<file path="src/hw/rtl/sdvq_pkg.sv">
// ---------------------------------------------------------------------------
// sdvq_pkg
// types and constants shared by the sub-band dpcm vq pixel decoder
// ---------------------------------------------------------------------------
package sdvq_pkg;

  localparam int BYTE_W      = 8;
  localparam int ENTRY_W     = 7;
  localparam int TBL_W       = 3;
  localparam int ADDR_W      = TBL_W + ENTRY_W;
  localparam int TBL_COUNT   = 6;
  localparam int STORE_DEPTH = TBL_COUNT * (1 << ENTRY_W);
  localparam int K_W         = 4;
  localparam int CNT_W       = 32;
  localparam int CFG_IDX_W   = 1;
  localparam int CFG_DATA_W  = 32;

  localparam logic [1:0] OP_LOAD  = 2'd0;
  localparam logic [1:0] OP_START = 2'd1;
  localparam logic [1:0] OP_DATA  = 2'd2;

  localparam logic [CFG_IDX_W-1:0] CFG_INDEX_BITS  = 1'b0;
  localparam logic [CFG_IDX_W-1:0] CFG_PIXEL_COUNT = 1'b1;

  localparam logic [TBL_W-1:0] HP_TABLE_BASE = 3'd3;

  typedef enum logic [1:0] {
    KIND_LOAD  = 2'd0,
    KIND_START = 2'd1,
    KIND_DATA  = 2'd2
  } kind_t;

  typedef struct packed {
    kind_t             kind;
    logic [ADDR_W-1:0] addr;
    logic [BYTE_W-1:0] value;
  } item_t;

  typedef struct packed {
    logic       start;
    logic       rd;
    logic       high;
    logic [1:0] chan;
    logic       last;
  } rd_tag_t;

endpackage

</file>
<file path="src/hw/rtl/sdvq_front.sv">
// ---------------------------------------------------------------------------
// sdvq_front
// accepts input items, drops ignored ones and queues the rest for the back
// ---------------------------------------------------------------------------
module sdvq_front (
  input  logic                                clk,
  input  logic                                rst_n,
  input  logic                                in_valid,
  output logic                                in_stall,
  input  logic [1:0]                          in_operation,
  input  logic [sdvq_pkg::TBL_W-1:0]          in_table_select,
  input  logic [sdvq_pkg::ENTRY_W-1:0]        in_entry_index,
  input  logic [sdvq_pkg::BYTE_W-1:0]         in_value,
  output logic                                q_valid,
  output sdvq_pkg::item_t                     q_item,
  input  logic                                q_pop
);

  localparam int QD  = 2;
  localparam int QAW = $clog2(QD);
  localparam int QCW = $clog2(QD + 1);

  sdvq_pkg::item_t items_r [QD];
  sdvq_pkg::item_t item_in;
  logic [QAW-1:0]  wr_ptr_r, wr_ptr_nxt;
  logic [QAW-1:0]  rd_ptr_r, rd_ptr_nxt;
  logic [QCW-1:0]  count_r, count_nxt;
  logic            keep;
  logic            push;
  logic            pop;

  always_comb begin
    keep         = 1'b0;
    item_in.kind = sdvq_pkg::KIND_DATA;
    unique case (in_operation)
      sdvq_pkg::OP_LOAD: begin
        keep         = (in_table_select < sdvq_pkg::TBL_W'(sdvq_pkg::TBL_COUNT));
        item_in.kind = sdvq_pkg::KIND_LOAD;
      end
      sdvq_pkg::OP_START: begin
        keep         = 1'b1;
        item_in.kind = sdvq_pkg::KIND_START;
      end
      sdvq_pkg::OP_DATA: begin
        keep         = 1'b1;
        item_in.kind = sdvq_pkg::KIND_DATA;
      end
      default: begin
        keep = 1'b0;
      end
    endcase
    item_in.addr  = {in_table_select, in_entry_index};
    item_in.value = in_value;
  end

  assign in_stall = (count_r == QCW'(QD));
  assign q_valid  = (count_r != '0);
  assign q_item   = items_r[rd_ptr_r];
  assign push     = in_valid && !in_stall && keep;
  assign pop      = q_pop && q_valid;

  always_comb begin
    wr_ptr_nxt = push ? wr_ptr_r + QAW'(1) : wr_ptr_r;
    rd_ptr_nxt = pop ? rd_ptr_r + QAW'(1) : rd_ptr_r;
    count_nxt  = count_r + QCW'(push) - QCW'(pop);
  end

  always_ff @(posedge clk) begin
    if (!rst_n) begin
      wr_ptr_r <= '0;
      rd_ptr_r <= '0;
      count_r  <= '0;
    end else begin
      wr_ptr_r <= wr_ptr_nxt;
      rd_ptr_r <= rd_ptr_nxt;
      count_r  <= count_nxt;
    end
  end

  always_ff @(posedge clk) begin
    if (push) begin
      items_r[wr_ptr_r] <= item_in;
    end
  end

endmodule

</file>
<file path="config.mk">
export PLATFORM = sky130hd
export DESIGN_NAME = sdvq_front
export DESIGN_NICKNAME = d
export VERILOG_FILES = /design/src/hw/rtl/sdvq_pkg.sv /design/src/hw/rtl/sdvq_front.sv
export SDC_FILE = /design/constraint.sdc
export NUM_CORES = 1
export LEC_CHECK = 0
export ABC_AREA = 1
export BUFFER_PORTS_ARGS = -buffer_cell sky130_fd_sc_hd__buf_2
export CAP_MARGIN = 20
export CORE_MARGIN = 3
export CORE_UTILIZATION = 52
export CTS_CLUSTER_DIAMETER = 30
export DETAILED_ROUTE_END_ITERATION = 7
export GPL_ROUTABILITY_DRIVEN = 1
export PLACE_DENSITY = 0.78
export RECOVER_POWER = 25
export SETUP_SLACK_MARGIN = 0.1
export SLEW_MARGIN = 20
export SYNTH_ARGS = -nofsm -noshare
export SYNTH_HDL_FRONTEND = slang
export SYNTH_SLANG_ARGS = --single-unit
</file>
<file path="constraint.sdc">
create_clock -name clk -period 2.14 [get_ports clk]
set_input_delay 0 -clock clk [delete_from_list [all_inputs] [get_ports clk]]
set_output_delay 0 -clock clk [all_outputs]
set_load 0.03 [all_outputs]
</file>
Word-level counts from Yosys, hierarchy flattened
Memories as Yosys holds them, arrays and structs flattened. A register that Yosys moved wholly into a read port is not among the register bits.
Cells that the tools add are included.
Cells by class
  magnitude comparators: 1
  add/sub/neg operators: 4
  reduce and logical (&&, ||, !) cells: 7
  eq/ne operators: 3
  muxes and demuxes: 6
Operators with widths (number)
  == test 2 bit (second input constant): 2
  2-to-1 mux 1 bit: 4
  one-hot mux 2 bit (2 select lines): 1
  logical AND 1 bit: 3
  < comparator 3 bit (second input constant): 1
  adder 1 bit (second input constant): 2
  adder 2 x 1 -> 2 bit: 1
  == test 2 x 1 -> 1 bit (second input constant): 1
  zero test 2 bit: 1
  one-hot mux 1 bit (2 select lines): 1
  nonzero test 2 bit: 1
  OR reduction 2 bit: 1
  subtractor 2 x 1 -> 2 bit: 1
  zero test 1 bit: 1
Storage, ports and cells
  memories: 1
  bits in writable memories: 40
  bits in registers: 4
  output and inout bits: 22
Memories
  items_r: depth 2, width 20, rd ports 1, clocked after memory_dff 1, write ports 1, RTL line sdvq_front.sv:23  | sdvq_pkg::item_t items_r [QD];

Longest topological paths before layout
  depth after elaboration: 6
  gate-level depth with buffers: 12

Least setup slack after synthesis
No wires, ideal clock.
  path kind: register -> register
  from: register count_r[0]
  to: memory items_r[0][0] in the netlist's numbering, enable pin
  clock period less this slack: 1.938 ns
  data required time: 1.743 ns
  arrival time: 1.542 ns
  path slack: 0.202 ns
  cell stages (with the launch flop): 5
  cell sequence: dfxtp_1 > nor2_4 > nor2_2 > nand2_1 > nor2_1
Between the ends
  cells in the longest elaborated chain, start to end: 6
RTL lines
  start, declared: RTL line sdvq_front.sv:27  | logic [QCW-1:0] count_r, count_nxt;
  start signal, assigned: RTL line sdvq_front.sv:76  | count_r <= count_nxt;
  == test 2 bit: RTL line sdvq_front.sv:56  | assign in_stall = (count_r == QCW'(QD));
  net in_stall: RTL line sdvq_front.sv:9  | output logic in_stall,
  zero test 1 bit: RTL line sdvq_front.sv:59  | assign push = in_valid && !in_stall && keep;
  logical AND 1 bit (2 in a row): RTL line sdvq_front.sv:59
  2-to-1 mux 1 bit: RTL line sdvq_front.sv:81  | if (push) begin
  2-to-1 mux 1 bit (not written as such): RTL line sdvq_front.sv:82  | items_r[wr_ptr_r] <= item_in;
  end, declared: RTL line sdvq_front.sv:23
The timed path passes the listed nets, and every way through them passes these cells.

Final worst setup path
  from: register count_r[0]
  to: register count_r[1]
Between the ends
  cells in the longest elaborated chain, start to end: 6
RTL lines
  == test 2 bit: RTL line sdvq_front.sv:56
  zero test 1 bit: RTL line sdvq_front.sv:59
  logical AND 1 bit (2 in a row): RTL line sdvq_front.sv:59
  adder 2 x 1 -> 2 bit: RTL line sdvq_front.sv:65  | count_nxt = count_r + QCW'(push) - QCW'(pop);
  subtractor 2 x 1 -> 2 bit *: RTL line sdvq_front.sv:65
Mark *: on every way between the ends. The rest lies on a longest branch, timed or not.
A chain may end at the register's enable or synchronous reset.

==> flow_summary.json <==
{
  "grt_overflow_total": 0,
  "final_layout_size_suffix_gt1_share_pct": 40.9,
  "clkLatencyLatePin_ps": 340,
  "yosysTopAreaCell": "edfxtp_1",
  "die_w_um": 65.7,
  "fill_cells": 242,
  "vias": 1067,
  "yosysSeqAreaShare_pct": 70.2,
  "initial_core_util_pct": 54.7,
  "port_buffers": 45,
  "synth_edf_count": 40,
  "whs_ps": 73.8,
  "wirelength_mm": 2.82,
  "skew_ps": 9.84,
  "first_global_vias": 1077,
  "cts_tree": "done",
  "io_pins": 46,
  "total_power_mw": 2.44,
  "n_antenna_cell": 0,
  "grtUsageTotal_pct": 14.7,
  "finalHoldViolCount": 0,
  "cp_data_arrival_time_ps": 1900,
  "crit_fanout": 3,
  "drt-initial-drc-count": 41,
  "antenna_found_initial": 0,
  "status": "complete, no violations",
  "maxCapViolations": 0,
  "critPathKind": "reg -> reg",
  "core_area_mm2": 0.00339,
  "wl_per_cell_um": 12.4,
  "yosys_register_bits": 45,
  "cts_buffers": 5,
  "hp-class": "in -> reg",
  "nNetsFinal": 209,
  "synth_area_leaders": "edfxtp_1, mux2_4, dfxtp_1",
  "drc": 0,
  "fmax_mhz": 605,
  "rsz0062_at_grt": "no",
  "max_slew_margin_pct": 75.5,
  "synth_warnings": 0,
  "area_growth_pct": 29.7,
  "leakage_nw": 1.01,
  "ir_worst_vdd_uv": 780,
  "period_minus_slack_ps": 1650,
  "final_common_cell": "edfxtp_1",
  "worstHoldStart": "in_operation[0]",
  "cts_buffer_depth": 2,
  "async_flop_share_pct": 0,
  "synth_cell_types": 17,
  "clk_pin_slew_ps": 120,
  "syn_area_per_cell_um2": 17.3,
  "die_y_um": 65.7,
  "cp-start-kind": "flip-flop",
  "die_area_mm2": 0.00432,
  "ant_nets": 0,
  "grt_pass1_wl_mm": 4.58,
  "final_cell_mix": "edfxtp_1, buf_2, mux2_4, dlygate4sd3_1",
  "synth_fp_nets": 136,
  "required_ps": 2390,
  "dp_cells": 199,
  "rows": 21,
  "dpl.hpwl_mm": 1.88,
  "vias_per_cell": 4.70,
  "period_share_pct": 77.2,
  "layout.cells.non_filler": 227,
  "gp_congestion": 0.675,
  "p_per_area_mw_per_mm2": 1020,
  "tns_ps": 0,
  "cp-startpoint": "count_r[0]",
  "finalMaxSlewViolations": 0,
  "syn_inst": 107,
  "synth_top_cell_area_share_pct": 64.8,
  "postCtsSetupRepairBufs": 0,
  "fin_util_pct": 70.9,
  "worst_pin_slew_ps": 367,
  "post_cts_resize_count": 0,
  "r2r-start": "count_r[0]",
  "grt_max_degree": 21,
  "htreeDepth": 2,
  "dr.pass1.iters": 4,
  "syn_area_mm2": 0.00185,
  "root_buffer": "clkbuf_4",
  "cp-end-kind": "flip-flop",
  "synthFlopType": "edfxtp_1",
  "setup_viol": 0,
  "cts_sinks": 45
}
[final timing paths]
| kind | to | slack [ps] | depth (start not counted) |
|---|---|---|---|
| max reg2reg | count_r[1] | 490 | 10 |
| min reg2reg | rd_ptr_r | 510 | 2 |
| min | items_r[0][18] | 70 | 2 |
| max | count_r[1] | 490 | 10 |
[cell usage after synthesis (2+ instances only)]
cell type / count
nor2_1: 5
nand2_1: 9
dfxtp_1: 5
buf_6: 2
inv_1: 9
edfxtp_1: 40
inv_2: 2
a21oi_1: 3
ha_1: 5
mux2_4: 20
[report_power, final]
group	switching, mW	internal, mW
combinational	0.520	0.353
clock	0.239	0.243
sequential	0.0300	1.05
total	0.789	1.65
[what timing repair did]
item / 4_1_cts / 5_1_grt
hold buffers: 20 / 0
hold endpoints to repair: 41 / 0
setup endpoints to repair: 0 / 0
[state kept, by name, indices dropped and copies added, names as in the netlist, named ones only]
signal    flops
count_r       2
wr_ptr_r      1
rd_ptr_r      1
items_r      40
[layer usage]
metal,GRT usage [%],routed length [um]
met5,0,0
met2,26.0,1480
met4,5.96,42
met1,15.8,1100
met3,4.96,197
[area by class of cell]
class	instances	area, um^2	area share (%)
clock inverters	2	33.8	1.41
clock buffers	6	41.3	1.72
inverters	11	41.3	1.72
well taps	46	57.6	2.39
multi-input cells	49	490	20.4
repair buffers	68	438	18.2
flip-flops and latches	45	1300	54.1
[logic make-up after synthesis]
kind of cell	count (synthesis)	share of synthesized area, %
simple gates	19	5.00
compound gates	4	1.28
mux	20	16.2
xor+xnor	1	0.473
flops	45	70.2
fa+ha+maj	5	3.38
buf+inv	13	3.44
[through the flow]
stage / setup WS (ps) / area (um^2)
after detailed placement: 481 / 2140
after CTS: 470 / 2410
final: 487 / 2400
after global placement: 607 / 2140
after floorplan: 202 / 1850
after global routing: 295 / 2400
[critical path, stage by stage, from the launching register on]
cell,delay (ps)
dfxtp_1,430
nor2_4,60
nor2_2,120
nand2_1,110
ha_1,280
inv_1,40
ha_1,170
xnor2_1,180
nand2_1,80
nand2_1,70
nor2_1,40
No activity file was read; power rests on OpenSTA's default activity.
