==> src/hw/rtl/sdvq_pkg.sv <==
// ---------------------------------------------------------------------------
// sdvq_pkg
// types and constants shared by the sub-band dpcm vq pixel decoder
// ---------------------------------------------------------------------------
package sdvq_pkg;

  localparam int BYTE_W      = 8;
  localparam int ENTRY_W     = 7;
  localparam int TBL_W       = 3;
  localparam int ADDR_W      = TBL_W + ENTRY_W;
  localparam int TBL_COUNT   = 6;
  localparam int STORE_DEPTH = TBL_COUNT * (1 << ENTRY_W);
  localparam int K_W         = 4;
  localparam int CNT_W       = 32;
  localparam int CFG_IDX_W   = 1;
  localparam int CFG_DATA_W  = 32;

  localparam logic [1:0] OP_LOAD  = 2'd0;
  localparam logic [1:0] OP_START = 2'd1;
  localparam logic [1:0] OP_DATA  = 2'd2;

  localparam logic [CFG_IDX_W-1:0] CFG_INDEX_BITS  = 1'b0;
  localparam logic [CFG_IDX_W-1:0] CFG_PIXEL_COUNT = 1'b1;

  localparam logic [TBL_W-1:0] HP_TABLE_BASE = 3'd3;

  typedef enum logic [1:0] {
    KIND_LOAD  = 2'd0,
    KIND_START = 2'd1,
    KIND_DATA  = 2'd2
  } kind_t;

  typedef struct packed {
    kind_t             kind;
    logic [ADDR_W-1:0] addr;
    logic [BYTE_W-1:0] value;
  } item_t;

  typedef struct packed {
    logic       start;
    logic       rd;
    logic       high;
    logic [1:0] chan;
    logic       last;
  } rd_tag_t;

endpackage

==> src/hw/rtl/sdvq_recon.sv <==
// ---------------------------------------------------------------------------
// sdvq_recon
// dpcm reconstruction of each channel and the outgoing pixel queue
// ---------------------------------------------------------------------------
module sdvq_recon (
  input  logic                          clk,
  input  logic                          rst_n,
  input  sdvq_pkg::rd_tag_t             tag,
  input  logic [sdvq_pkg::BYTE_W-1:0]   rd_data,
  output logic                          out_room,
  output logic                          out_valid,
  input  logic                          out_stall,
  output logic [sdvq_pkg::BYTE_W-1:0]   out_blue,
  output logic [sdvq_pkg::BYTE_W-1:0]   out_green,
  output logic [sdvq_pkg::BYTE_W-1:0]   out_red,
  output logic                          out_last_pixel
);

  localparam int BW  = sdvq_pkg::BYTE_W;
  localparam int OQD = 4;
  localparam int OAW = $clog2(OQD);
  localparam int OCW = $clog2(OQD + 1);
  localparam logic [BW-1:0] LP_START = 8'd128;
  localparam logic [BW-1:0] PIX_MAX  = 8'd255;

  typedef struct packed {
    logic [BW-1:0] blue;
    logic [BW-1:0] green;
    logic [BW-1:0] red;
    logic          last;
  } pixel_t;

  function automatic logic [BW-1:0] clamp_add(logic [BW-1:0] base, logic [BW-1:0] delta);
    logic signed [BW+1:0] sum;
    sum = signed'({2'b00, base}) + signed'({{2{delta[BW-1]}}, delta});
    if (sum < 0) begin
      return '0;
    end else if (sum > signed'({2'b00, PIX_MAX})) begin
      return PIX_MAX;
    end
    return sum[BW-1:0];
  endfunction

  sdvq_pkg::rd_tag_t tag_r;
  logic [BW-1:0]     held_lp_r, held_lp_nxt;
  logic [BW-1:0]     prev_r [3];
  logic [BW-1:0]     prev_nxt [3];
  logic [BW-1:0]     pend_r [2];
  logic [BW-1:0]     pend_nxt [2];
  logic [BW-1:0]     prev_sel;
  logic [BW-1:0]     lp_new;
  logic [BW-1:0]     pix;

  pixel_t            oq_r [OQD];
  pixel_t            pix_item;
  logic [OAW-1:0]    wr_ptr_r, wr_ptr_nxt;
  logic [OAW-1:0]    rd_ptr_r, rd_ptr_nxt;
  logic [OCW-1:0]    count_r, count_nxt;
  logic              push;
  logic              pop;

  always_comb begin
    unique case (tag_r.chan)
      2'd0:    prev_sel = prev_r[0];
      2'd1:    prev_sel = prev_r[1];
      default: prev_sel = prev_r[2];
    endcase
  end

  assign lp_new = clamp_add(prev_sel, rd_data);
  assign pix    = clamp_add(held_lp_r, rd_data);

  always_comb begin
    held_lp_nxt = held_lp_r;
    prev_nxt    = prev_r;
    pend_nxt    = pend_r;
    push        = 1'b0;
    pix_item    = '{blue: pend_r[0], green: pend_r[1], red: pix, last: tag_r.last};
    if (tag_r.rd && !tag_r.high) begin
      held_lp_nxt = lp_new;
    end
    if (tag_r.rd && tag_r.high) begin
      prev_nxt[tag_r.chan] = held_lp_r;
      if (tag_r.chan == 2'd2) begin
        push = 1'b1;
      end else begin
        pend_nxt[tag_r.chan[0]] = pix;
      end
    end
    if (tag_r.start) begin
      for (int i = 0; i < 3; i++) begin
        prev_nxt[i] = LP_START;
      end
    end
  end

  assign out_valid      = (count_r != '0);
  assign pop            = out_valid && !out_stall;
  assign out_room       = (count_r <= OCW'(OQD - 2));
  assign out_blue       = oq_r[rd_ptr_r].blue;
  assign out_green      = oq_r[rd_ptr_r].green;
  assign out_red        = oq_r[rd_ptr_r].red;
  assign out_last_pixel = oq_r[rd_ptr_r].last;

  always_comb begin
    wr_ptr_nxt = push ? wr_ptr_r + OAW'(1) : wr_ptr_r;
    rd_ptr_nxt = pop ? rd_ptr_r + OAW'(1) : rd_ptr_r;
    count_nxt  = count_r + OCW'(push) - OCW'(pop);
  end

  always_ff @(posedge clk) begin
    if (!rst_n) begin
      tag_r    <= '0;
      prev_r   <= '{LP_START, LP_START, LP_START};
      wr_ptr_r <= '0;
      rd_ptr_r <= '0;
      count_r  <= '0;
    end else begin
      tag_r    <= tag;
      prev_r   <= prev_nxt;
      wr_ptr_r <= wr_ptr_nxt;
      rd_ptr_r <= rd_ptr_nxt;
      count_r  <= count_nxt;
    end
  end

  always_ff @(posedge clk) begin
    held_lp_r <= held_lp_nxt;
    pend_r    <= pend_nxt;
    if (push) begin
      oq_r[wr_ptr_r] <= pix_item;
    end
  end

endmodule

==> config.mk <==
export PLATFORM = sky130hd
export DESIGN_NAME = sdvq_recon
export DESIGN_NICKNAME = d
export VERILOG_FILES = /design/src/hw/rtl/sdvq_pkg.sv /design/src/hw/rtl/sdvq_recon.sv
export SDC_FILE = /design/constraint.sdc
export NUM_CORES = 1
export LEC_CHECK = 0
export BUFFER_PORTS_ARGS = -buffer_cell sky130_fd_sc_hd__buf_2
export CAP_MARGIN = 0
export CORE_ASPECT_RATIO = 2
export CORE_MARGIN = 2
export CORE_UTILIZATION = 25
export DETAILED_ROUTE_END_ITERATION = 10
export GPL_TIMING_DRIVEN = 0
export HOLD_SLACK_MARGIN = 0.08
export PLACE_DENSITY_LB_ADDON = 0.2
export SLEW_MARGIN = 5
export SYNTH_ARGS = -nofsm -noshare
export SYNTH_HDL_FRONTEND = slang
export SYNTH_SLANG_ARGS = --single-unit
==> constraint.sdc <==
create_clock -name clk -period 3.2 [get_ports clk]
set_input_delay 0.96 -clock clk [delete_from_list [all_inputs] [get_ports clk]]
set_output_delay 0.96 -clock clk [all_outputs]
set_load 0.05 [all_outputs]
* Word-level counts from Yosys, hierarchy flattened
Memory sizes are Yosys's and may differ from the RTL's. A register that Yosys moved wholly into a read port is not among the register bits.
Index checks and enable logic that the tools add are counted.
** Storage, ports and cells
- Bits of input ports :: 17
- Output and inout bits :: 27
- RAM bits :: 100
- ROM bits :: 0
- Logic and storage cells :: 70
- Memories kept :: 1
- Register bits :: 61
- Latch bits :: 0
** Operators by class
- Reduce and logical (&&, ||, !) cells :: 11
- Multipliers :: 0
- Bitwise operators :: 4
- Muxes and demuxes :: 23
- Eq/ne operators :: 2
- Order comparisons :: 9
- Div/mod/pow operators :: 0
- Add/subtract/negate cells :: 6
- Shift-type cells :: 0
** Memories
- oq_r :: depth 4, width 25, read ports 1, clocked after memory_dff 1, write ports 1, line sdvq_recon.sv:54 : pixel_t oq_r [OQD];
** Operator list (number)
- $mux W8 :: 8
- $bwmux W24 :: 1
- $add A9 B8 Y10 :: 2
- $gt A10 B9 Y1 const B :: 2
- $lt A10 B1 Y1 const B :: 2
- $bwmux W16 :: 1
- $demux W8 S2 :: 1
- $pmux W8 S2 :: 1
- $demux W8 S1 :: 1
- $mux W1 :: 8
- $logic_and A1 B1 Y1 :: 5
- $add A2 B1 Y2 const B :: 2
- $mux W2 :: 2
- $add A3 B1 Y3 :: 1
- $ge A3 B3 Y1 const B :: 1
- $le A3 B2 Y1 const B :: 1
- $lt A3 B1 Y1 const B :: 1
- $not A2 Y3 :: 1
- $reduce_bool A3 Y1 :: 1
- $sub A3 B1 Y3 :: 1
- $eq A2 B1 Y1 const B :: 1
- $eq A2 B2 Y1 const B :: 1
- $ge A2 B2 Y1 const B :: 1
- $logic_not A1 Y1 :: 2
- 6 further kinds :: 7

* Depth between registers and ports, before layout
- Depth in word-level cells :: 7
- Mapped depth :: 13
- Mapped depth without buffers :: 11

* Worst setup path before layout
Ideal clock, no wire load.
- Kind :: input -> register
- Start :: in rd_data[0] in the netlist's numbering
- End :: mem oq_r[0][3] in the netlist's numbering (data pin)
- Library setup time :: 208 ps
- Required time :: 2992 ps
- Stages on the path :: 7
- Buffers on the path :: 0
- Arrival :: 2615 ps
- Setup slack :: 378 ps
- Path through :: ha_1 -> fa_1 -> nand3_1 -> a21oi_1 -> o31ai_1 -> nor2_1 -> o22ai_1
** Between the ends
- Cells in the longest elaborated chain, start to end :: 5
- Elaborated cells on any way between the ends :: 7
- Classes of those cells :: add/sub: 1; order compare: 2; mux: 4
** Ends and longest elaborated chain
- start, declared :: line sdvq_recon.sv:9 : input logic [sdvq_pkg::BYTE_W-1:0] rd_data,
- $add A9 B8 Y10 (*) :: line sdvq_recon.sv:35 : sum = signed'({2'b00, base}) + signed'({{2{delta[BW-1]}}, delta});
- $gt A10 B9 Y1 :: line sdvq_recon.sv:38 : end else if (sum > signed'({2'b00, PIX_MAX})) begin
- $mux W1 :: line sdvq_recon.sv:38
- $mux W1 :: line sdvq_recon.sv:36 : if (sum < 0) begin
- $mux W8 (*) :: line sdvq_recon.sv:41 : return sum[BW-1:0];
- via pix[2] :: line sdvq_recon.sv:52 : logic [BW-1:0] pix;
- end, declared :: line sdvq_recon.sv:54
The timed path passes the listed nets; every way through them passes the cells marked *.

* Worst setup path in the final report
- Start :: reg tag_r[1] in the netlist's numbering
- End :: reg held_lp_r[6] (data pin)
** Between the ends
- Cells in the longest elaborated chain, start to end :: 7
- Elaborated cells on any way between the ends :: 10
- Classes of those cells :: add/sub: 1; order compare: 2; eq/ne: 1; mux: 5; reduce/logical: 1
** Ends and longest elaborated chain
- start, declared :: line sdvq_recon.sv:44 : sdvq_pkg::rd_tag_t tag_r;
- start signal, assigned :: line sdvq_recon.sv:119 : tag_r <= tag;
- $eq A2 B1 Y1 / $logic_not A2 Y1 (equally long branches) :: line sdvq_recon.sv:63 : unique case (tag_r.chan)
- $pmux W8 S2 (*) :: line sdvq_recon.sv:63
- $add A9 B8 Y10 (*) :: line sdvq_recon.sv:35
- $gt A10 B9 Y1 :: line sdvq_recon.sv:38
- $mux W1 :: line sdvq_recon.sv:38
- $mux W1 :: line sdvq_recon.sv:36
- $mux W8 (*) :: line sdvq_recon.sv:41
- via lp_new[6] :: line sdvq_recon.sv:51 : logic [BW-1:0] lp_new;
- end signal, assigned :: line sdvq_recon.sv:128 : held_lp_r <= held_lp_nxt;
- end, declared :: line sdvq_recon.sv:45 : logic [BW-1:0] held_lp_r, held_lp_nxt;
Marked as above.
A chain may end at the register's enable or synchronous reset.

==> impl_metrics.tcl <==
set metrics [dict create \
    dr.pass1.iters 4 \
    min_period_over_period_pct 95.5 \
    antenna_found_initial 0 \
    clk_latency_ns 0.43 \
    total_power_w 0.00554 \
    critPathCaptureType "flop" \
    dp_hpwl_mm 11.6 \
    syn_nets 540 \
    io_pins 44 \
    tritoncts "done" \
    rsz0062_at_grt "no" \
    die_y_um 241 \
    grt_pass1_wl_mm 24.4 \
    grt_max_degree 26 \
    port_buffers 43 \
    layout_commonest_cell "edfxtp_1" \
    cp_max_fo 10 \
    ys_seq_elements 163 \
    worstPathRequired_ns 3.36 \
    fmax_ghz 0.327 \
    drtIter0Drc 202 \
    setup_viol 0 \
    synth_warnings 0 \
    grt-ovfl-total 0 \
    timing.final.hold_violations 0 \
    root_buffer "clkbuf_16" \
    p_per_area_nw_per_um2 668 \
    ant_nets 0 \
    syn_area_um2 7040 \
    post_cts_buffers 0 \
    syn_inst 495 \
    routed_via_density 4.44 \
    worst_pin_slew_ns 0.923 \
    track_usage_pct 11.4 \
    cts_buffer_depth 2 \
    start_util_pct 25.5 \
    row_count 86 \
    cap_violations 0 \
    clkSinkCount 163 \
    place_inst 890 \
    fin_setup_tns_ns 0 \
    layout-drive-gt1-share_pct 22.3 \
    die-area_um2 29600 \
    p_leak_nw 2.87 \
    ys_types 51 \
    hp-class "reg -> reg" \
    synth.avg_cell_area_um2 14.2 \
    globalplace.congestion 0.784 \
    fin_nets 602 \
    vias 4095 \
    setup.worst_path.class "reg -> reg" \
    n_fill_cell 2724 \
    cts_hold_buf 0 \
    whs_ns 0.459 \
    drt-wirelength-per-cell_um 17.3 \
    slew_violations 0 \
    yosysSeqAreaShare_pct 64.0 \
    final_cell_mix "edfxtp_1 (124), nand2_1 (66), buf_2 (46)" \
    synthToLayoutAreaGrowth_pct 17.7 \
    critPathLaunchType "flop" \
    vdd.ir_drop.worst_mv 0.346 \
    drc 0 \
    fin_cells 922 \
    cts.repair.resized 8 \
    path_clk_slew_ns 0.06 \
    wl_mm 15.9 \
    status "completed" \
    core_area_um2 27700 \
    die_width_um 123 \
    cts-htree-levels 4 \
    grt_pass1_vias 4330 \
    slew_headroom_pct 38.4 \
    finClkSkew_ns 0.00533 \
    worstPathArrival_ns 3.22 \
    num_antenna_cells 0 \
    period_needed_ns 3.06 \
    cts_buffers 17 \
]
-- area by class of cell --
type / instances / area, um^2 / area share (%)
Sequential cell: 163 / 4500 / 54.4
Timing Repair Buffer: 43 / 215 / 2.60
Buffer: 19 / 118 / 1.42
Clock inverter: 12 / 106 / 1.28
Inverter: 17 / 63.8 / 0.770
Multi-Input combinational cell: 296 / 2400 / 29.0
Clock buffer: 20 / 437 / 5.27
Tap cell: 352 / 440 / 5.31
-- critical path: stages (launching register included) --
cell	delay, ns
dfxtp_1	0.38
clkbuf_4	0.28
mux2i_1	0.11
o21ai_0	0.41
ha_1	0.42
a21o_1	0.21
a311o_1	0.35
o22ai_4	0.26
xor2_2	0.25
a31oi_1	0.11
-- state kept, by name, indices dropped and copies added (netlist names), named ones only --
name / count
count_r: 3
held_lp_r: 8
oq_r: 100
pend_r: 16
pix_item: 1
prev_r: 24
rd_ptr_r: 2
tag_r: 5
wr_ptr_r: 2
-- cell families after synthesis --
group | synth area share [%]
flip-flops | 64.0
AND/OR/NAND/NOR | 8.92
AO/OA/AOI/OAI | 8.21
buffers and inverters | 2.35
multiplexers | 9.14
adder cells (fa/ha/maj) | 5.30
XOR/XNOR | 2.10
-- cells in the mapped netlist, drive strengths merged --
library cell	n	share of area [%]
o22ai	11	1.2
o211a	1	0.14
nand2b	2	0.18
o21ai	14	1.0
inv	17	0.91
nor2	15	0.80
mux2i	8	1.1
dfxtp	39	11
a211oi	2	0.28
a21oi	38	3.0
or3	1	0.089
nand4b	2	0.25
nand3b	2	0.21
o31ai	2	0.28
fa	3	0.85
a21o	4	0.44
o31a	1	0.12
clkbuf	10	0.53
edfxtp	124	53
ha	25	4.4
nor2b	8	0.71
mux4	25	8.0
nand2	66	3.5
xnor2	5	0.62
buf	9	0.91
a21boi	1	0.11
a22oi	2	0.21
o221a	1	0.16
xor2	11	1.5
nor3	2	0.14
a221o	2	0.28
or2	4	0.36
a2bb2oi	1	0.12
nand3	3	0.21
and4b	2	0.28
and3	8	0.71
a311o	1	0.14
and2	14	1.2
o211ai	5	0.53
a31oi	2	0.18
nor3b	2	0.21
-- stage by stage --
stage / utilization (%) / setup slack, ns / area, um^2
after floorplan: - / 0.378 / 7040
after global placement: 27.8 / -0.534 / 7690
after detailed placement: 27.8 / -0.580 / 7700
after CTS: 29.9 / 0.0241 / 8260
after global routing: 30.0 / 0.00144 / 8290
final: 30.0 / 0.145 / 8290
-- worst paths after layout --
check	from	to	slack, ns	cells past startpoint
min	prev_r[4]	prev_r[4]	0.46	2
max	tag_r[1]	held_lp_r[6]	0.14	9
min reg2reg	prev_r[4]	prev_r[4]	0.46	2
max reg2reg	tag_r[1]	held_lp_r[6]	0.14	9
-- layer usage --
| layer | GRT usage [%] | wire length (um) | up-vias |
|---|---|---|---|
| met5 | 0 | 0 | - |
| met4 | 4.88 | 187 | 0 |
| met3 | 2.40 | 463 | 11 |
| met2 | 23.0 | 9740 | 76 |
| met1 | 10.5 | 5540 | 2032 |
| li1 | - | - | 1976 |
-- where the power goes --
group	internal [W]	switching (W)
Sequential	0.00234	0.0000336
Clock	0.00107	0.000810
Combinational	0.000441	0.000846
Power figures use the tool's default switching activity.
