[config.mk]
export PLATFORM = sky130hd
export DESIGN_NAME = sdvq_engine
export DESIGN_NICKNAME = d
export VERILOG_FILES = /design/src/hw/rtl/sdvq_pkg.sv /design/src/hw/rtl/sdvq_engine.sv
export SDC_FILE = /design/constraint.sdc
export NUM_CORES = 1
export LEC_CHECK = 0
export ABC_AREA = 1
export BUFFER_PORTS_ARGS = -buffer_cell sky130_fd_sc_hd__buf_2
export CORE_ASPECT_RATIO = 0.9
export CORE_MARGIN = 1.5
export CORE_UTILIZATION = 50
export CTS_BUF_LIST = sky130_fd_sc_hd__clkbuf_2 sky130_fd_sc_hd__clkbuf_4 sky130_fd_sc_hd__clkbuf_8
export DETAILED_ROUTE_END_ITERATION = 7
export PLACE_DENSITY_LB_ADDON = 0.25
export SETUP_SLACK_MARGIN = 0.4
export SLEW_MARGIN = 0
export SYNTH_ARGS = -nofsm -noshare
export SYNTH_HDL_FRONTEND = slang
export SYNTH_SLANG_ARGS = --single-unit
[constraint.sdc]
create_clock -name clk -period 2.8 [get_ports clk]
set_input_delay 0.28 -clock clk [delete_from_list [all_inputs] [get_ports clk]]
set_output_delay 0.28 -clock clk [all_outputs]
set_load 0.02 [all_outputs]
[src/hw/rtl/sdvq_pkg.sv]
// ---------------------------------------------------------------------------
// sdvq_pkg
// types and constants shared by the sub-band dpcm vq pixel decoder
// ---------------------------------------------------------------------------
package sdvq_pkg;

  localparam int BYTE_W      = 8;
  localparam int ENTRY_W     = 7;
  localparam int TBL_W       = 3;
  localparam int ADDR_W      = TBL_W + ENTRY_W;
  localparam int TBL_COUNT   = 6;
  localparam int STORE_DEPTH = TBL_COUNT * (1 << ENTRY_W);
  localparam int K_W         = 4;
  localparam int CNT_W       = 32;
  localparam int CFG_IDX_W   = 1;
  localparam int CFG_DATA_W  = 32;

  localparam logic [1:0] OP_LOAD  = 2'd0;
  localparam logic [1:0] OP_START = 2'd1;
  localparam logic [1:0] OP_DATA  = 2'd2;

  localparam logic [CFG_IDX_W-1:0] CFG_INDEX_BITS  = 1'b0;
  localparam logic [CFG_IDX_W-1:0] CFG_PIXEL_COUNT = 1'b1;

  localparam logic [TBL_W-1:0] HP_TABLE_BASE = 3'd3;

  typedef enum logic [1:0] {
    KIND_LOAD  = 2'd0,
    KIND_START = 2'd1,
    KIND_DATA  = 2'd2
  } kind_t;

  typedef struct packed {
    kind_t             kind;
    logic [ADDR_W-1:0] addr;
    logic [BYTE_W-1:0] value;
  } item_t;

  typedef struct packed {
    logic       start;
    logic       rd;
    logic       high;
    logic [1:0] chan;
    logic       last;
  } rd_tag_t;

endpackage

[src/hw/rtl/sdvq_engine.sv]
// ---------------------------------------------------------------------------
// sdvq_engine
// back-end sequencer: codebook loads, image start and bit-serial index
// unpacking; both codebook reads of a channel are made once its high-pass
// index completes, low-pass first, high-pass on the following cycle
// ---------------------------------------------------------------------------
module sdvq_engine #(
  parameter int MAX_INDEX_BITS = 7
) (
  input  logic                                 clk,
  input  logic                                 rst_n,
  input  logic                                 cfg_wr_en,
  input  logic [sdvq_pkg::CFG_IDX_W-1:0]       cfg_index,
  input  logic [sdvq_pkg::CFG_DATA_W-1:0]      cfg_wdata,
  input  logic                                 q_valid,
  input  sdvq_pkg::item_t                      q_item,
  output logic                                 q_pop,
  input  logic                                 out_room,
  output logic                                 ram_wr_en,
  output logic [sdvq_pkg::ADDR_W-1:0]          ram_wr_addr,
  output logic [sdvq_pkg::BYTE_W-1:0]          ram_wr_data,
  output logic                                 ram_rd_en,
  output logic [sdvq_pkg::ADDR_W-1:0]          ram_rd_addr,
  output sdvq_pkg::rd_tag_t                    tag
);

  localparam int IDX_W = MAX_INDEX_BITS;
  localparam int CW    = sdvq_pkg::CNT_W;
  localparam int KW    = sdvq_pkg::K_W;

  logic [2:0]                     index_bits_r;
  logic [CW-1:0]                  pixel_count_r;

  logic [2:0]                     bit_cnt_r, bit_cnt_nxt;
  logic [IDX_W-1:0]               partial_r, partial_nxt;
  logic [2:0]                     taken_r, taken_nxt;
  logic [1:0]                     chan_r, chan_nxt;
  logic                           phase_r, phase_nxt;
  logic [sdvq_pkg::ENTRY_W-1:0]   held_r, held_nxt;
  logic [CW-1:0]                  pixels_done_r, pixels_done_nxt;
  sdvq_pkg::rd_tag_t              hp_tag_r, hp_tag_nxt;
  logic [sdvq_pkg::ADDR_W-1:0]    hp_addr_r, hp_addr_nxt;

  logic [KW-1:0]                  k_eff;
  logic [IDX_W-1:0]               mask;
  logic                           bit_val;
  logic [IDX_W-1:0]               partial_new;
  logic [2:0]                     taken_inc;
  logic                           idx_done;
  logic [IDX_W+sdvq_pkg::ENTRY_W-1:0] idx_wide;
  logic [sdvq_pkg::ENTRY_W-1:0]   entry;
  logic [sdvq_pkg::TBL_W-1:0]     tbl;
  logic                           img_done;
  logic                           is_last;

  always_ff @(posedge clk) begin
    if (!rst_n) begin
      index_bits_r  <= 3'd1;
      pixel_count_r <= CW'(1);
    end else if (cfg_wr_en) begin
      unique case (cfg_index)
        sdvq_pkg::CFG_INDEX_BITS:  index_bits_r  <= cfg_wdata[2:0];
        sdvq_pkg::CFG_PIXEL_COUNT: pixel_count_r <= cfg_wdata[CW-1:0];
      endcase
    end
  end

  always_comb begin
    priority if (index_bits_r == 3'd0) begin
      k_eff = KW'(1);
    end else if ({1'b0, index_bits_r} > KW'(MAX_INDEX_BITS)) begin
      k_eff = KW'(MAX_INDEX_BITS);
    end else begin
      k_eff = {1'b0, index_bits_r};
    end
    for (int i = 0; i < IDX_W; i++) begin
      mask[i] = (KW'(i) < k_eff);
    end
  end

  assign bit_val     = q_item.value[3'd7 - bit_cnt_r];
  assign partial_new = ((partial_r << 1) | IDX_W'(bit_val)) & mask;
  assign taken_inc   = taken_r + 3'd1;
  assign idx_done    = ({1'b0, taken_inc} >= k_eff);
  assign idx_wide    = {{sdvq_pkg::ENTRY_W{1'b0}}, partial_new};
  assign entry       = idx_wide[sdvq_pkg::ENTRY_W-1:0];
  assign tbl         = sdvq_pkg::HP_TABLE_BASE + {1'b0, chan_r};
  assign img_done    = (pixels_done_r >= pixel_count_r);
  assign is_last     = (CW'(pixels_done_r + CW'(1)) == pixel_count_r);

  assign ram_wr_addr = q_item.addr;
  assign ram_wr_data = q_item.value;

  always_comb begin
    bit_cnt_nxt     = bit_cnt_r;
    partial_nxt     = partial_r;
    taken_nxt       = taken_r;
    chan_nxt        = chan_r;
    phase_nxt       = phase_r;
    held_nxt        = held_r;
    pixels_done_nxt = pixels_done_r;
    hp_tag_nxt      = '0;
    hp_addr_nxt     = hp_addr_r;
    q_pop           = 1'b0;
    ram_wr_en       = 1'b0;
    // high-pass read left over from the previous cycle
    ram_rd_en       = hp_tag_r.rd;
    ram_rd_addr     = hp_addr_r;
    tag             = hp_tag_r;
    if (q_valid) begin
      unique case (q_item.kind)
        sdvq_pkg::KIND_LOAD: begin
          ram_wr_en = 1'b1;
          q_pop     = 1'b1;
        end
        sdvq_pkg::KIND_START: begin
          q_pop           = 1'b1;
          tag.start       = 1'b1;
          bit_cnt_nxt     = '0;
          partial_nxt     = '0;
          taken_nxt       = '0;
          chan_nxt        = '0;
          phase_nxt       = 1'b0;
          held_nxt        = '0;
          pixels_done_nxt = '0;
        end
        sdvq_pkg::KIND_DATA: begin
          if (img_done) begin
            q_pop       = 1'b1;
            bit_cnt_nxt = '0;
          end else if (out_room) begin
            bit_cnt_nxt = bit_cnt_r + 3'd1;
            q_pop       = (bit_cnt_r == 3'd7);
            if (idx_done) begin
              partial_nxt = '0;
              taken_nxt   = '0;
              if (!phase_r) begin
                held_nxt  = entry;
                phase_nxt = 1'b1;
              end else begin
                ram_rd_en       = 1'b1;
                ram_rd_addr     = {1'b0, chan_r, held_r};
                tag.rd          = 1'b1;
                tag.high        = 1'b0;
                tag.chan        = chan_r;
                tag.last        = 1'b0;
                hp_tag_nxt.rd   = 1'b1;
                hp_tag_nxt.high = 1'b1;
                hp_tag_nxt.chan = chan_r;
                hp_tag_nxt.last = is_last;
                hp_addr_nxt     = {tbl, entry};
                phase_nxt       = 1'b0;
                if (chan_r == 2'd2) begin
                  chan_nxt        = '0;
                  pixels_done_nxt = pixels_done_r + CW'(1);
                end else begin
                  chan_nxt = chan_r + 2'd1;
                end
              end
            end else begin
              partial_nxt = partial_new;
              taken_nxt   = taken_inc;
            end
          end
        end
        default: begin
          q_pop = 1'b1;
        end
      endcase
    end
  end

  always_ff @(posedge clk) begin
    if (!rst_n) begin
      bit_cnt_r     <= '0;
      partial_r     <= '0;
      taken_r       <= '0;
      chan_r        <= '0;
      phase_r       <= 1'b0;
      held_r        <= '0;
      pixels_done_r <= '0;
      hp_tag_r      <= '0;
      hp_addr_r     <= '0;
    end else begin
      bit_cnt_r     <= bit_cnt_nxt;
      partial_r     <= partial_nxt;
      taken_r       <= taken_nxt;
      chan_r        <= chan_nxt;
      phase_r       <= phase_nxt;
      held_r        <= held_nxt;
      pixels_done_r <= pixels_done_nxt;
      hp_tag_r      <= hp_tag_nxt;
      hp_addr_r     <= hp_addr_nxt;
    end
  end

endmodule

; ---- Yosys cells after proc, flatten, opt, wreduce, memory -nomap -nowiden
; Index checks and enable logic that the tools add are counted.
[totals]
regBits = 105
latch_bits = 0
ram_bits = 0
mem_bits_ro = 0
inputBits = 58
out_inout_bits = 37
word_cells = 129
memories = 0
[classes]
n_addsub = 6
n_mul = 0
div_mod_pow = 0
n_lt_le_gt_ge = 10
n_eq_ne = 12
n_shift = 0
mux = 62
n_bitwise = 10
reduce_logical = 14
[ops]
columns = operator, n
row1 = 32-bit two-way mux, 5
row2 = 32-bit one-hot mux with 2 select lines, 1
row3 = 10-bit two-way mux, 6
row4 = "32-bit by 1-bit adder with 32-bit output, second input constant", 1
row5 = 32-bit == test, 1
row6 = 32-bit >= comparator, 1
row7 = 5-bit two-way mux, 6
row8 = 7-bit two-way mux, 4
row9 = 6-bit two-way mux, 4
row10 = 1-bit two-way mux, 18
row11 = 3-bit two-way mux, 6
row12 = 6-bit AND reduction, 3
row13 = 7-bit one-hot mux with 2 select lines, 1
row14 = "3-bit by 4-bit less-than comparator with 1-bit output, first input constant", 3
row15 = "2-bit != test, second input constant", 6
row16 = 3-bit one-hot mux with 2 select lines, 2
row17 = 6-bit one-hot mux with 2 select lines, 1
row18 = 2-bit two-way mux, 5
row19 = "1-bit by 4-bit less-than comparator with 1-bit output, first input constant", 2
row20 = "2-bit by 4-bit less-than comparator with 1-bit output, first input constant", 2
row21 = 1-bit inverter, 8
row22 = 7-bit AND, 1
row23 = 7-bit by 1-bit bitwise OR with 7-bit output, 1
row24 = 7-bit AND reduction, 1
row25 = 22 further kinds, 25

; ---- Depth between registers and ports, before layout
; Gate-level depths: netlist of the first run.
[depth]
ltp_word = 10
ltp_mapped = 19
depth_no_buf = 18

; ---- Least setup slack after synthesis of the first run
; No wires, ideal clock.
[synth_path]
path_kind = register to output
from = register taken_r[0]
to = output port ram_rd_addr[0] in the netlist's numbering
t_arrival_ns = 2.220
required_time_ns = 2.520
setup_slack_ns = 0.300
path_stages_with_launch = 10
cell_sequence = dfxtp_1 > ha_1 > ha_1 > a21boi_1 > o21ai_1 > nand2_1 > nand4_1 > nand3b_1 > clkbuf_1 > o21ai_0
[synth_between]
elab_chain_cells = 7
[synth_rtl]
columns = item, line
row1 = "start, declared", sdvq_engine.sv:36  ; logic [2:0] taken_r, taken_nxt;
row2 = "start signal, assigned", sdvq_engine.sv:187  ; taken_r <= taken_nxt;
row3 = 3-bit by 1-bit adder with 3-bit output, sdvq_engine.sv:83  ; assign taken_inc = taken_r + 3'd1;
row4 = 3-bit by 4-bit >= comparator with 1-bit output, sdvq_engine.sv:84  ; assign idx_done = ({1'b0, taken_inc} >= k_eff);
row5 = 10-bit two-way mux, sdvq_engine.sv:134  ; if (idx_done) begin
row6 = 10-bit two-way mux, sdvq_engine.sv:131  ; end else if (out_room) begin
row7 = 10-bit two-way mux, sdvq_engine.sv:128  ; if (img_done) begin
row8 = 10-bit two-way mux, sdvq_engine.sv:111  ; unique case (q_item.kind)
row9 = 10-bit two-way mux, sdvq_engine.sv:110  ; if (q_valid) begin
row10 = "end, declared", sdvq_engine.sv:23  ; output logic [sdvq_pkg::ADDR_W-1:0] ram_rd_addr,
; Every way passes these cells.

; ---- Worst setup path in the final report of the first run
[layout_path]
from = register taken_r[0]
to = output port ram_rd_addr[2] in the netlist's numbering
; Same word-level chain as after synthesis.

==> results of run 1 <==
worst min-delay path by stage:
stage                                               to  slack [ns]  cells past startpoint
after global routing      index_bits_r[0]$_SDFFE_PN1P_        0.13                      3
after global placement       partial_r[1]$_SDFFE_PN0P_        0.44                      2
final                     index_bits_r[0]$_SDFFE_PN1P_        0.11                      3
after CTS                 index_bits_r[0]$_SDFFE_PN1P_        0.11                      3
after floorplan           index_bits_r[0]$_SDFFE_PN1P_        0.41                      2
after detailed placement     partial_r[1]$_SDFFE_PN0P_        0.45                      2
worst max-delay path, stage by stage (launching register included):
cell and delay (ns):
dfxtp_2 0.35, ha_4 0.25, ha_4 0.25, a21boi_2 0.16
o21ai_2 0.07, nand2_2 0.07, nand4_1 0.17, nand3b_1 0.38
buf_6 0.24, o21ai_2 0.15, buf_6 0.14
logic make-up after synthesis:
kind of cell / Yosys count / synth area share, %
fa+ha+maj: 45 / 7.88
simple gates: 641 / 39.0
compound gates: 149 / 11.0
mux: 1 / 0.140
buf+inv: 207 / 12.2
xor+xnor: 8 / 0.981
flops: 103 / 28.9
where the power goes:
group | switching (mW) | internal [mW]
Combinational | 0.797 | 0.570
Clock | 0.553 | 0.615
Sequential | 0.108 | 1.57
state kept, by name, indices dropped and copies added, names as in the netlist:
signal and count:
pixel_count_r 32, pixels_done_r 32, hp_addr_r 10, held_r 7
partial_r 6, hp_tag_r 4, bit_cnt_r 3, index_bits_r 3
taken_r 3, chan_r 2, phase_r 1
cell type report:
| cell class | instances | area (um^2) |
|---|---|---|
| multi-input combinational | 845 | 5060 |
| fill | 1169 | 4510 |
| sequential | 103 | 2140 |
| timing repair buffer | 135 | 1230 |
| inverter | 152 | 587 |
| tap | 193 | 241 |
| clock buffer | 10 | 138 |
| clock inverter | 5 | 104 |
placed cells by master, fill, tap and decap left out, types with 45 or more instances in the layout:
cell | synthesis | final
dfxtp_1 | 103 | 51
a21oi_1 | 75 | 53
dfxtp_2 | 0 | 48
nand2_2 | 7 | 51
o21ai_0 | 54 | 45
nand2_1 | 338 | 272
inv_1 | 148 | 111
nand3_1 | 84 | 76
nor2_1 | 145 | 126
buf_2 | 8 | 57
layer usage:
metal  vias up  wire, um
met5         -         0
met3        72      2110
met1      3570      9910
met2       377     10200
met4         0       643
li1       3840         -
what timing repair did:
item                                    CTS  global route
cloned                                    7             5
endpoints found under the setup margin   67            78
hold buffers                              0             0
buffers inserted                         20            15
pin swaps                                27            69
resized for setup                       141           211
through the flow:
step	area (um^2)	setup slack, ns
finish	9500	-0.100
CTS	8570	-0.108
global route	9500	-0.155
floorplan	7150	0.321
detailed placement	7600	0.189
global placement	7600	0.195
==> flow_metrics.py, run 1 <==
metrics = {
    "outcome": {
        "status": "finished, violations left",
        "violations": "negative setup slack",
    },
    "synth": {
        "yosysWarnings": 0,
        "synthCells": 1154,
        "synth_top_area_cell": "dfxtp_1",
        "netlist_top_cells_count": "nand2_1 (338), inv_1 (148), nor2_1 (145)",
        "synthTopCellsByArea": "dfxtp_1 (29%), nand2_1 (18%), ha_1 (7.9%), inv_1 (7.8%), nor2_1 (7.6%)",
        "ys.flop_type": "dfxtp_1",
        "syn_area_per_cell_um2": 6.19,
        "async_reset_ff_share_pct": 0,
        "synth_cell_types": 39,
        "synth_edf_count": 0,
        "synth_most_common_cell": "nand2_1",
        "yosysSeqAreaShare_pct": 28.9,
        "yosys.area.top_type_share_pct": 28.9,
        "synthesis.area_mm2": 0.00715,
        "synth_fp_nets": 1257,
        "synth_seq_cells": 103,
    },
    "finish": {
        "syn_to_final_growth_pct": 32.9,
        "final_nets": 1349,
        "final_core_util_pct": 67.8,
        "n_antenna_cell": 0,
        "drive_above_1_share_pct": 34.1,
        "final_cells": 1443,
    },
    "floorplan": {
        "ios": 95,
        "start_util_pct": 51.0,
        "fp.dieH_um": 116,
        "rows": 41,
        "die_w_um": 129,
        "core_region_area_mm2": 0.0140,
        "dieArea_mm2": 0.0150,
    },
    "timing": {
        "fmax_mhz": 345,
        "setup_viol": 14,
        "worst_pin_slew_ns": 0.916,
        "period_minus_slack_ns": 2.90,
        "fin_ws_ns": -0.100,
        "clock-skew-final_ns": 0.0221,
        "slew_headroom_pct": 38.9,
        "hold_viol": 0,
        "maxSlewViolCount": 0,
        "fin_tns_setup_ns": -0.834,
        "whs_ns": 0.114,
        "rsz0062_at_grt": "yes",
        "period_share_pct": 104,
    },
    "placement": {
        "dpl.hpwl_um": 14100,
        "port_buffers": 74,
        "dp.cells": 1381,
        "routabilityCongestion": 0.965,
    },
    "detailed_routing": {
        "wl_um": 22800,
        "drt_iter0_drc": 759,
        "drc_errors": 0,
        "wl_per_cell_um": 15.8,
        "via_per_inst": 5.45,
        "dr.pass1.iters": 6,
        "antenna_left": 0,
        "vias": 7859,
    },
    "critical_path": {
        "r2r_cells": 19,
        "rr_startpoint": "pixel_count_r[6]$_SDFFE_PN0P_",
        "cp.arrival_ns": 2.62,
        "critPathMaxFanout": 6,
        "crit_start": "taken_r[0]$_SDFFE_PN0P_",
        "cp-endpoint": "ram_rd_addr[2]",
        "rrSetupSlack_ns": 0.21,
        "crit_type": "reg2out",
        "crit_required_ns": 2.52,
        "endpoint_kind": "primary output",
        "r2r-end": "partial_r[3]$_SDFFE_PN0P_",
        "startpoint_type": "register",
    },
    "grt": {
        "grt_pass1_wl_um": 33300,
        "met1_usage_pct": 40.5,
        "top_usage_layer": "met2",
        "met2_usage_pct": 43.6,
        "grt_use_met3_pct": 5.73,
        "antenna_found_initial": 0,
        "grt_usage_pct": 28.5,
        "grt_pass1_vias": 6669,
        "grt.overflow.total": 0,
        "grt_max_degree": 58,
    },
    "clock_tree": {
        "cts_buffer_depth": 2,
        "cts_made_buffers": 9,
        "clock-sinks": 103,
        "tritoncts": "built",
        "clk_latency_ns": 0.41,
        "htree_num_levels": 3,
        "clkSlewWorstSetupHoldPaths_ns": 0.10,
        "clk_root_buffer_cell": "clkbuf_8",
    },
    "pwr": {
        "peakVddDrop_uv": 388,
        "power_density_mw_per_mm2": 444,
        "power_leakage_nw": 4.32,
        "fin_total_pwr_mw": 4.22,
    },
    "job": {
        "max_cap_violations": 0,
    },
    "min_path": {
        "hold_start": "cfg_wdata[0]",
        "hold_class": "in2reg",
    },
}
No activity file was read; power rests on OpenSTA's default activity.
==> inputs of run 2 (changes only) <==
--- a/config.mk
+++ b/config.mk
@@ -12,7 +12,7 @@
 export CORE_UTILIZATION = 50
 export CTS_BUF_LIST = sky130_fd_sc_hd__clkbuf_2 sky130_fd_sc_hd__clkbuf_4 sky130_fd_sc_hd__clkbuf_8
 export DETAILED_ROUTE_END_ITERATION = 7
-export PLACE_DENSITY_LB_ADDON = 0.25
+export PLACE_DENSITY = 0.74
 export SETUP_SLACK_MARGIN = 0.4
 export SLEW_MARGIN = 0
 export SYNTH_ARGS = -nofsm -noshare
==> run 2 against run 1 <==
  * The run still ends with negative setup slack left
  * Clock power decreased by 22%
  * First-iteration DRC count increased by 7.6%
  * Critical path depth increased by 2
  * Core utilization decreased by 0.76 points
  * Design area decreased by 1.1%
  * Sequential share of layout area increased by 0.24 points
  * Critical endpoint is now ram_rd_addr[0]
  * Largest power group unchanged
  * Highest routed layer unchanged
==> flow_metrics.py, run 2 (synthesis results as in run 1) <==
metrics = {
    "detailed_routing": {
        "antenna_left": 0,
        "drc_errors": 0,
        "drt_iter0_drc": 817,
        "wl_um": 22700,
        "via_per_inst": 5.41,
        "dr.pass1.iters": 8,
        "vias": 7807,
        "wl_per_cell_um": 15.7,
    },
    "clock_tree": {
        "cts_made_buffers": 9,
        "cts-hold-fix-buffers": 0,
        "clkSlewWorstSetupHoldPaths_ns": 0.10,
        "clk_latency_ns": 0.40,
        "clock-sinks": 103,
        "htree_num_levels": 3,
        "cts_buffer_depth": 2,
        "clk_root_buffer_cell": "clkbuf_8",
        "tritoncts": "built",
    },
    "grt": {
        "grt.overflow.total": 0,
        "grt_usage_pct": 27.7,
        "grt_max_degree": 40,
        "grt_pass1_vias": 6590,
        "antenna_found_initial": 1,
        "grt_pass1_wl_um": 32500,
    },
    "critical_path": {
        "cp_slowest_cell": "dfxtp_2",
        "crit_start": "taken_r[1]$_SDFFE_PN0P_",
        "rr_startpoint": "pixels_done_r[21]$_SDFFE_PN0P_",
        "r2r-end": "pixels_done_r[1]$_SDFFE_PN0P_",
        "r2r_cells": 15,
        "cp-endpoint": "ram_rd_addr[0]",
        "crit_type": "reg2out",
        "crit_required_ns": 2.52,
        "startpoint_type": "register",
        "crit_cells": 12,
        "rrSetupSlack_ns": 0.19,
        "crit_chain": "ha_4 > ha_4 > a21boi_4 > o21ai_2 > nand2_2 > nand4_1 > nand3b_1 > buf_6 > buf_8 > nand2_4 > o21ai_4 > buf_6",
        "critPathMaxFanout": 5,
        "cp.arrival_ns": 2.59,
        "crit_family": "simple AND/OR/NAND/NOR gates",
        "worst-path-buf-inv": 3,
        "endpoint_kind": "primary output",
        "slowest_delay_ns": 0.35,
    },
    "outcome": {
        "violations": "negative setup slack",
        "status": "finished, violations left",
    },
    "finish": {
        "reg_top3": "pixel_count_r x32, pixels_done_r x32, hp_addr_r x10",
        "fin_area_mm2": 0.00939,
        "n_antenna_cell": 0,
        "final_nets": 1349,
        "layout_commonest_cell": "nand2_1",
        "fill_cells": 1157,
        "syn_to_final_growth_pct": 31.4,
        "final_cell_mix": "nand2_1 (269), nor2_1 (130), inv_1 (103)",
        "drive_above_1_share_pct": 34.1,
    },
    "timing": {
        "hold_viol": 0,
        "worst_pin_slew_ns": 0.819,
        "setup_viol": 9,
        "maxSlewViolCount": 0,
        "fin_ws_ns": -0.0730,
        "clock-skew-final_ns": 0.0125,
        "rsz0062_at_grt": "yes",
        "slew_headroom_pct": 45.4,
        "period_share_pct": 103,
        "period_minus_slack_ns": 2.87,
        "whs_ns": 0.118,
        "fmax_mhz": 348,
    },
    "pwr": {
        "power_leakage_nw": 4.25,
        "power_density_mw_per_mm2": 422,
        "fin_total_pwr_mw": 3.97,
        "peakVddDrop_uv": 358,
    },
    "floorplan": {
        "start_util_pct": 51.0,
        "rows": 41,
        "core_region_area_mm2": 0.0140,
        "ios": 95,
        "dieArea_mm2": 0.0150,
        "fp.dieH_um": 116,
        "die_w_um": 129,
    },
    "min_path": {
        "hold_class": "in2reg",
        "worstHoldPathCells": 3,
    },
    "placement": {
        "dpl.hpwl_um": 14300,
        "post-place-ws_ns": 0.273,
        "port_buffers": 74,
        "place_area_mm2": 0.00764,
        "routabilityCongestion": 0.964,
    },
    "job": {
        "max_cap_violations": 0,
    },
}
run 2: cell type report:
| class | instances | area, um^2 | share of cell area [%] |
|---|---|---|---|
| Clock buffer | 9 | 124 | 1.32 |
| Clock inverter | 7 | 55.1 | 0.586 |
| Inverter | 152 | 577 | 6.14 |
| Multi-Input combinational cell | 845 | 5110 | 54.4 |
| Sequential cell | 103 | 2140 | 22.7 |
| Tap cell | 193 | 241 | 2.57 |
| Timing Repair Buffer | 135 | 1150 | 12.2 |
run 2: metal layers:
metal | vias up | part of all wire (%) | track usage [%]
met5 | - | 0 | 0
met4 | 0 | 3.0 | 7.79
met3 | 60 | 8.9 | 5.54
met2 | 358 | 44 | 42.8
met1 | 3544 | 44 | 39.3
li1 | 3845 | - | -
run 2: tightest hold or removal path: stages:
cell	delay (ns)
buf_2	0.09
nand2_1	0.05
o211ai_1	0.06
run 2: worst min path at each step:
stage | endpoint | startpoint | slack, ns
floorplan | index_bits_r[0]$_SDFFE_PN1P_ | cfg_wdata[0] | 0.41
global route | index_bits_r[0]$_SDFFE_PN1P_ | cfg_wdata[0] | 0.14
CTS | index_bits_r[0]$_SDFFE_PN1P_ | cfg_wdata[0] | 0.10
global placement | partial_r[0]$_SDFFE_PN0P_ | partial_r[0]$_SDFFE_PN0P_ | 0.44
finish | index_bits_r[0]$_SDFFE_PN1P_ | cfg_wdata[0] | 0.12
detailed placement | partial_r[0]$_SDFFE_PN0P_ | partial_r[0]$_SDFFE_PN0P_ | 0.44
run 2: power breakdown:
group	total (mW)	internal [mW]	leakage (nW)	switching [mW]
registers	1.68	1.57	0.864	0.104
logic	1.37	0.562	3.30	0.810
clock network	0.918	0.333	0.0866	0.585
total	3.97	2.47	4.25	1.50
run 2: per-stage QoR:
step                      cells  util, %  setup TNS (ns)
after global placement     1386     54.5               0
after CTS                  1419     60.6          -0.239
after global routing       1444     67.1           -1.47
after detailed placement   1386     54.5               0
final                      1444     67.1          -0.423
after floorplan            1154        -               0
run 2: repair_timing:
item / in CTS / in global routing
pin swaps: 27 / 69
buffers inserted: 13 / 18
resized for setup: 166 / 195
cloned: 4 / 7
setup endpoints to repair: 60 / 73
==> inputs of run 3 (changes only) <==
--- a/config.mk
+++ b/config.mk
@@ -7,12 +7,14 @@
 export LEC_CHECK = 0
 export ABC_AREA = 1
 export BUFFER_PORTS_ARGS = -buffer_cell sky130_fd_sc_hd__buf_2
+export CELL_PAD_IN_SITES_DETAIL_PLACEMENT = 0
+export CELL_PAD_IN_SITES_GLOBAL_PLACEMENT = 1
 export CORE_ASPECT_RATIO = 0.9
 export CORE_MARGIN = 1.5
-export CORE_UTILIZATION = 50
+export CORE_UTILIZATION = 42
 export CTS_BUF_LIST = sky130_fd_sc_hd__clkbuf_2 sky130_fd_sc_hd__clkbuf_4 sky130_fd_sc_hd__clkbuf_8
 export DETAILED_ROUTE_END_ITERATION = 7
-export PLACE_DENSITY = 0.74
+export PLACE_DENSITY = 0.86
 export SETUP_SLACK_MARGIN = 0.4
 export SLEW_MARGIN = 0
 export SYNTH_ARGS = -nofsm -noshare
==> run 3 against run 2 <==
  * The run now ends clean
  * Clock power shrank 2.3%
  * Flip-flop and latch count is the same
  * Largest cell class unchanged
  * Largest power group unchanged
  * Die area grew 19%
  * Critical path depth fell by 1
  * Total power fell by 0.75%
  * Clock skew about the same
  * Clock-buffer cell count stayed put
  * Combinational power about the same
  * Core utilization fell by 11 points
==> flow_metrics.py, run 3 (synthesis results as in run 1) <==
metrics = {
    "outcome": {
        "status": "complete, no violations",
    },
    "grt": {
        "grt_max_degree": 43,
        "grt_usage_pct": 25.3,
        "grt_pass1_wl_um": 35600,
        "antenna_found_initial": 0,
        "grt.overflow.total": 0,
        "grt_pass1_vias": 7004,
    },
    "clock_tree": {
        "clkSlewWorstSetupHoldPaths_ns": 0.10,
        "clk_latency_ns": 0.40,
        "cts_made_buffers": 9,
        "cts-hold-fix-buffers": 0,
        "clock-sinks": 103,
        "htree_num_levels": 3,
        "cts_buffer_depth": 2,
        "tritoncts": "built",
        "clk_root_buffer_cell": "clkbuf_8",
    },
    "finish": {
        "final_cell_mix": "nand2_1 (292), nor2_1 (134), inv_1 (125)",
        "reg_top3": "pixel_count_r x32, pixels_done_r x32, hp_addr_r x10",
        "layout_commonest_cell": "nand2_1",
        "seq_area_mm2": 0.00212,
        "final_cells": 1472,
        "syn_to_final_growth_pct": 31.2,
        "n_antenna_cell": 0,
        "fill_cells": 1637,
        "drive_above_1_share_pct": 28.7,
        "multi_input_area_mm2": 0.00487,
        "final_nets": 1359,
    },
    "timing": {
        "period_share_pct": 100,
        "fin_tns_setup_ns": 0,
        "hold_viol": 0,
        "clock-skew-final_ns": 0.0129,
        "worst_pin_slew_ns": 0.726,
        "setup_viol": 0,
        "maxSlewViolCount": 0,
        "period_minus_slack_ns": 2.80,
        "slew_headroom_pct": 51.6,
        "whs_ns": 0.128,
        "fmax_mhz": 357,
        "rsz0062_at_grt": "yes",
    },
    "floorplan": {
        "fp.dieH_um": 127,
        "start_util_pct": 42.6,
        "rows": 45,
        "die_w_um": 140,
        "dieArea_mm2": 0.0178,
        "core_region_area_mm2": 0.0168,
        "ios": 95,
    },
    "critical_path": {
        "crit_type": "reg2out",
        "cp.arrival_ns": 2.52,
        "crit_required_ns": 2.52,
        "crit_start": "taken_r[1]$_SDFFE_PN0P_",
        "rrSetupSlack_ns": 0.0006,
        "critPathMaxFanout": 6,
        "crit_family": "adder cells",
        "cp_slowest_cell": "dfxtp_2",
        "startpoint_type": "register",
        "slowest_delay_ns": 0.35,
        "crit_chain": "ha_4 > ha_4 > a21boi_2 > o21ai_1 > nand2_1 > nand4_1 > nand3b_1 > buf_6 > buf_12 > o21ai_4 > buf_6",
        "endpoint_kind": "primary output",
        "worst-path-buf-inv": 3,
        "rr_startpoint": "taken_r[0]$_SDFFE_PN0P_",
    },
    "pwr": {
        "peakVddDrop_uv": 254,
        "p_comb_share_pct": 34.9,
        "power_leakage_nw": 4.35,
        "seqPwrFrac_pct": 42.3,
        "power.internal_mw": 2.50,
        "power_density_mw_per_mm2": 420,
        "p_sw_mw": 1.44,
        "p_sw_share_pct": 36.6,
        "p_clk_share_pct": 22.8,
    },
    "placement": {
        "routabilityCongestion": 0.851,
        "dpl.hpwl_um": 15000,
        "port_buffers": 74,
        "dp.cells": 1406,
    },
    "detailed_routing": {
        "drc_errors": 0,
        "vias": 7562,
        "via_per_inst": 5.14,
        "wl_per_cell_um": 15.2,
        "wl_um": 22400,
        "drt_iter0_drc": 585,
        "dr.pass1.iters": 5,
        "antenna_left": 0,
    },
    "job": {
        "max_cap_violations": 0,
    },
    "min_path": {
        "hold_class": "in2reg",
        "hold_start": "cfg_wdata[0]",
    },
}
## run 3: worst paths after layout
check        cells after the start                            end
min                              3   index_bits_r[0]$_SDFFE_PN1P_
min reg2reg                      2      partial_r[5]$_SDFFE_PN0P_
max                             11                 ram_rd_addr[5]
max reg2reg                     21  pixels_done_r[1]$_SDFFE_PN0P_
## run 3: final cells by class
| type | count | share of cell area, % |
|---|---|---|
| clock buffers | 9 | 1.32 |
| flip-flops and latches | 103 | 22.6 |
| clock inverters | 7 | 0.507 |
| well taps | 211 | 2.82 |
| inverters | 152 | 6.19 |
| multi-input cells | 845 | 52.0 |
| repair buffers | 145 | 14.6 |
## run 3: worst reg2reg max path, stage by stage (launching register included)
cell and delay (ns):
dfxtp_2 0.35, ha_4 0.28, ha_4 0.19, a21boi_2 0.14
o21ai_1 0.14, nand2_1 0.10, buf_4 0.15, buf_6 0.11
buf_6 0.10, buf_6 0.10, buf_6 0.10, buf_6 0.11
inv_4 0.06, nand2_4 0.06, nand2_4 0.10, nor2_4 0.05
nand3_4 0.10, buf_6 0.13, buf_12 0.10, buf_16 0.11
a21oi_1 0.04, nor2_1 0.10
## run 3: repair_timing
action                     4_1_cts  5_1_grt
hold endpoints to repair         0        0
gates cloned                     9        3
setup endpoints to repair       67       80
pin swaps                       36       42
gates resized for setup        152      137
buffers inserted                28       10
## run 3: stage by stage
stage | total power [mW] | cell area, um^2 | setup WS (ns) | util, %
2_1_floorplan | 2.36 | 7150 | 0.321 | -
3_3_place_gp | 2.61 | 7700 | 0.272 | 45.9
3_5_place_dp | 2.61 | 7700 | 0.264 | 45.9
4_1_cts | 3.77 | 8730 | 0.0213 | 52.0
5_1_grt | 4.18 | 9370 | -0.148 | 55.9
6_report | 3.94 | 9370 | 0.000593 | 55.9
## run 3: power by group through the flow
| stage | clock network (mW) | logic [mW] | registers [mW] |
|---|---|---|---|
| floorplan | 0 | 0.698 | 1.66 |
| global placement | 0 | 0.927 | 1.68 |
| detailed placement | 0 | 0.934 | 1.68 |
| CTS | 0.922 | 1.21 | 1.65 |
| global route | 0.974 | 1.52 | 1.68 |
| finish | 0.897 | 1.37 | 1.67 |
## run 3: routing by layer
layer | up-vias | routed length [um] | GRT usage (%)
met5 | - | 0 | 0
met3 | 23 | 1500 | 4.76
li1 | 3869 | - | -
met2 | 250 | 9650 | 39.2
met4 | 0 | 266 | 6.19
met1 | 3420 | 11000 | 36.1
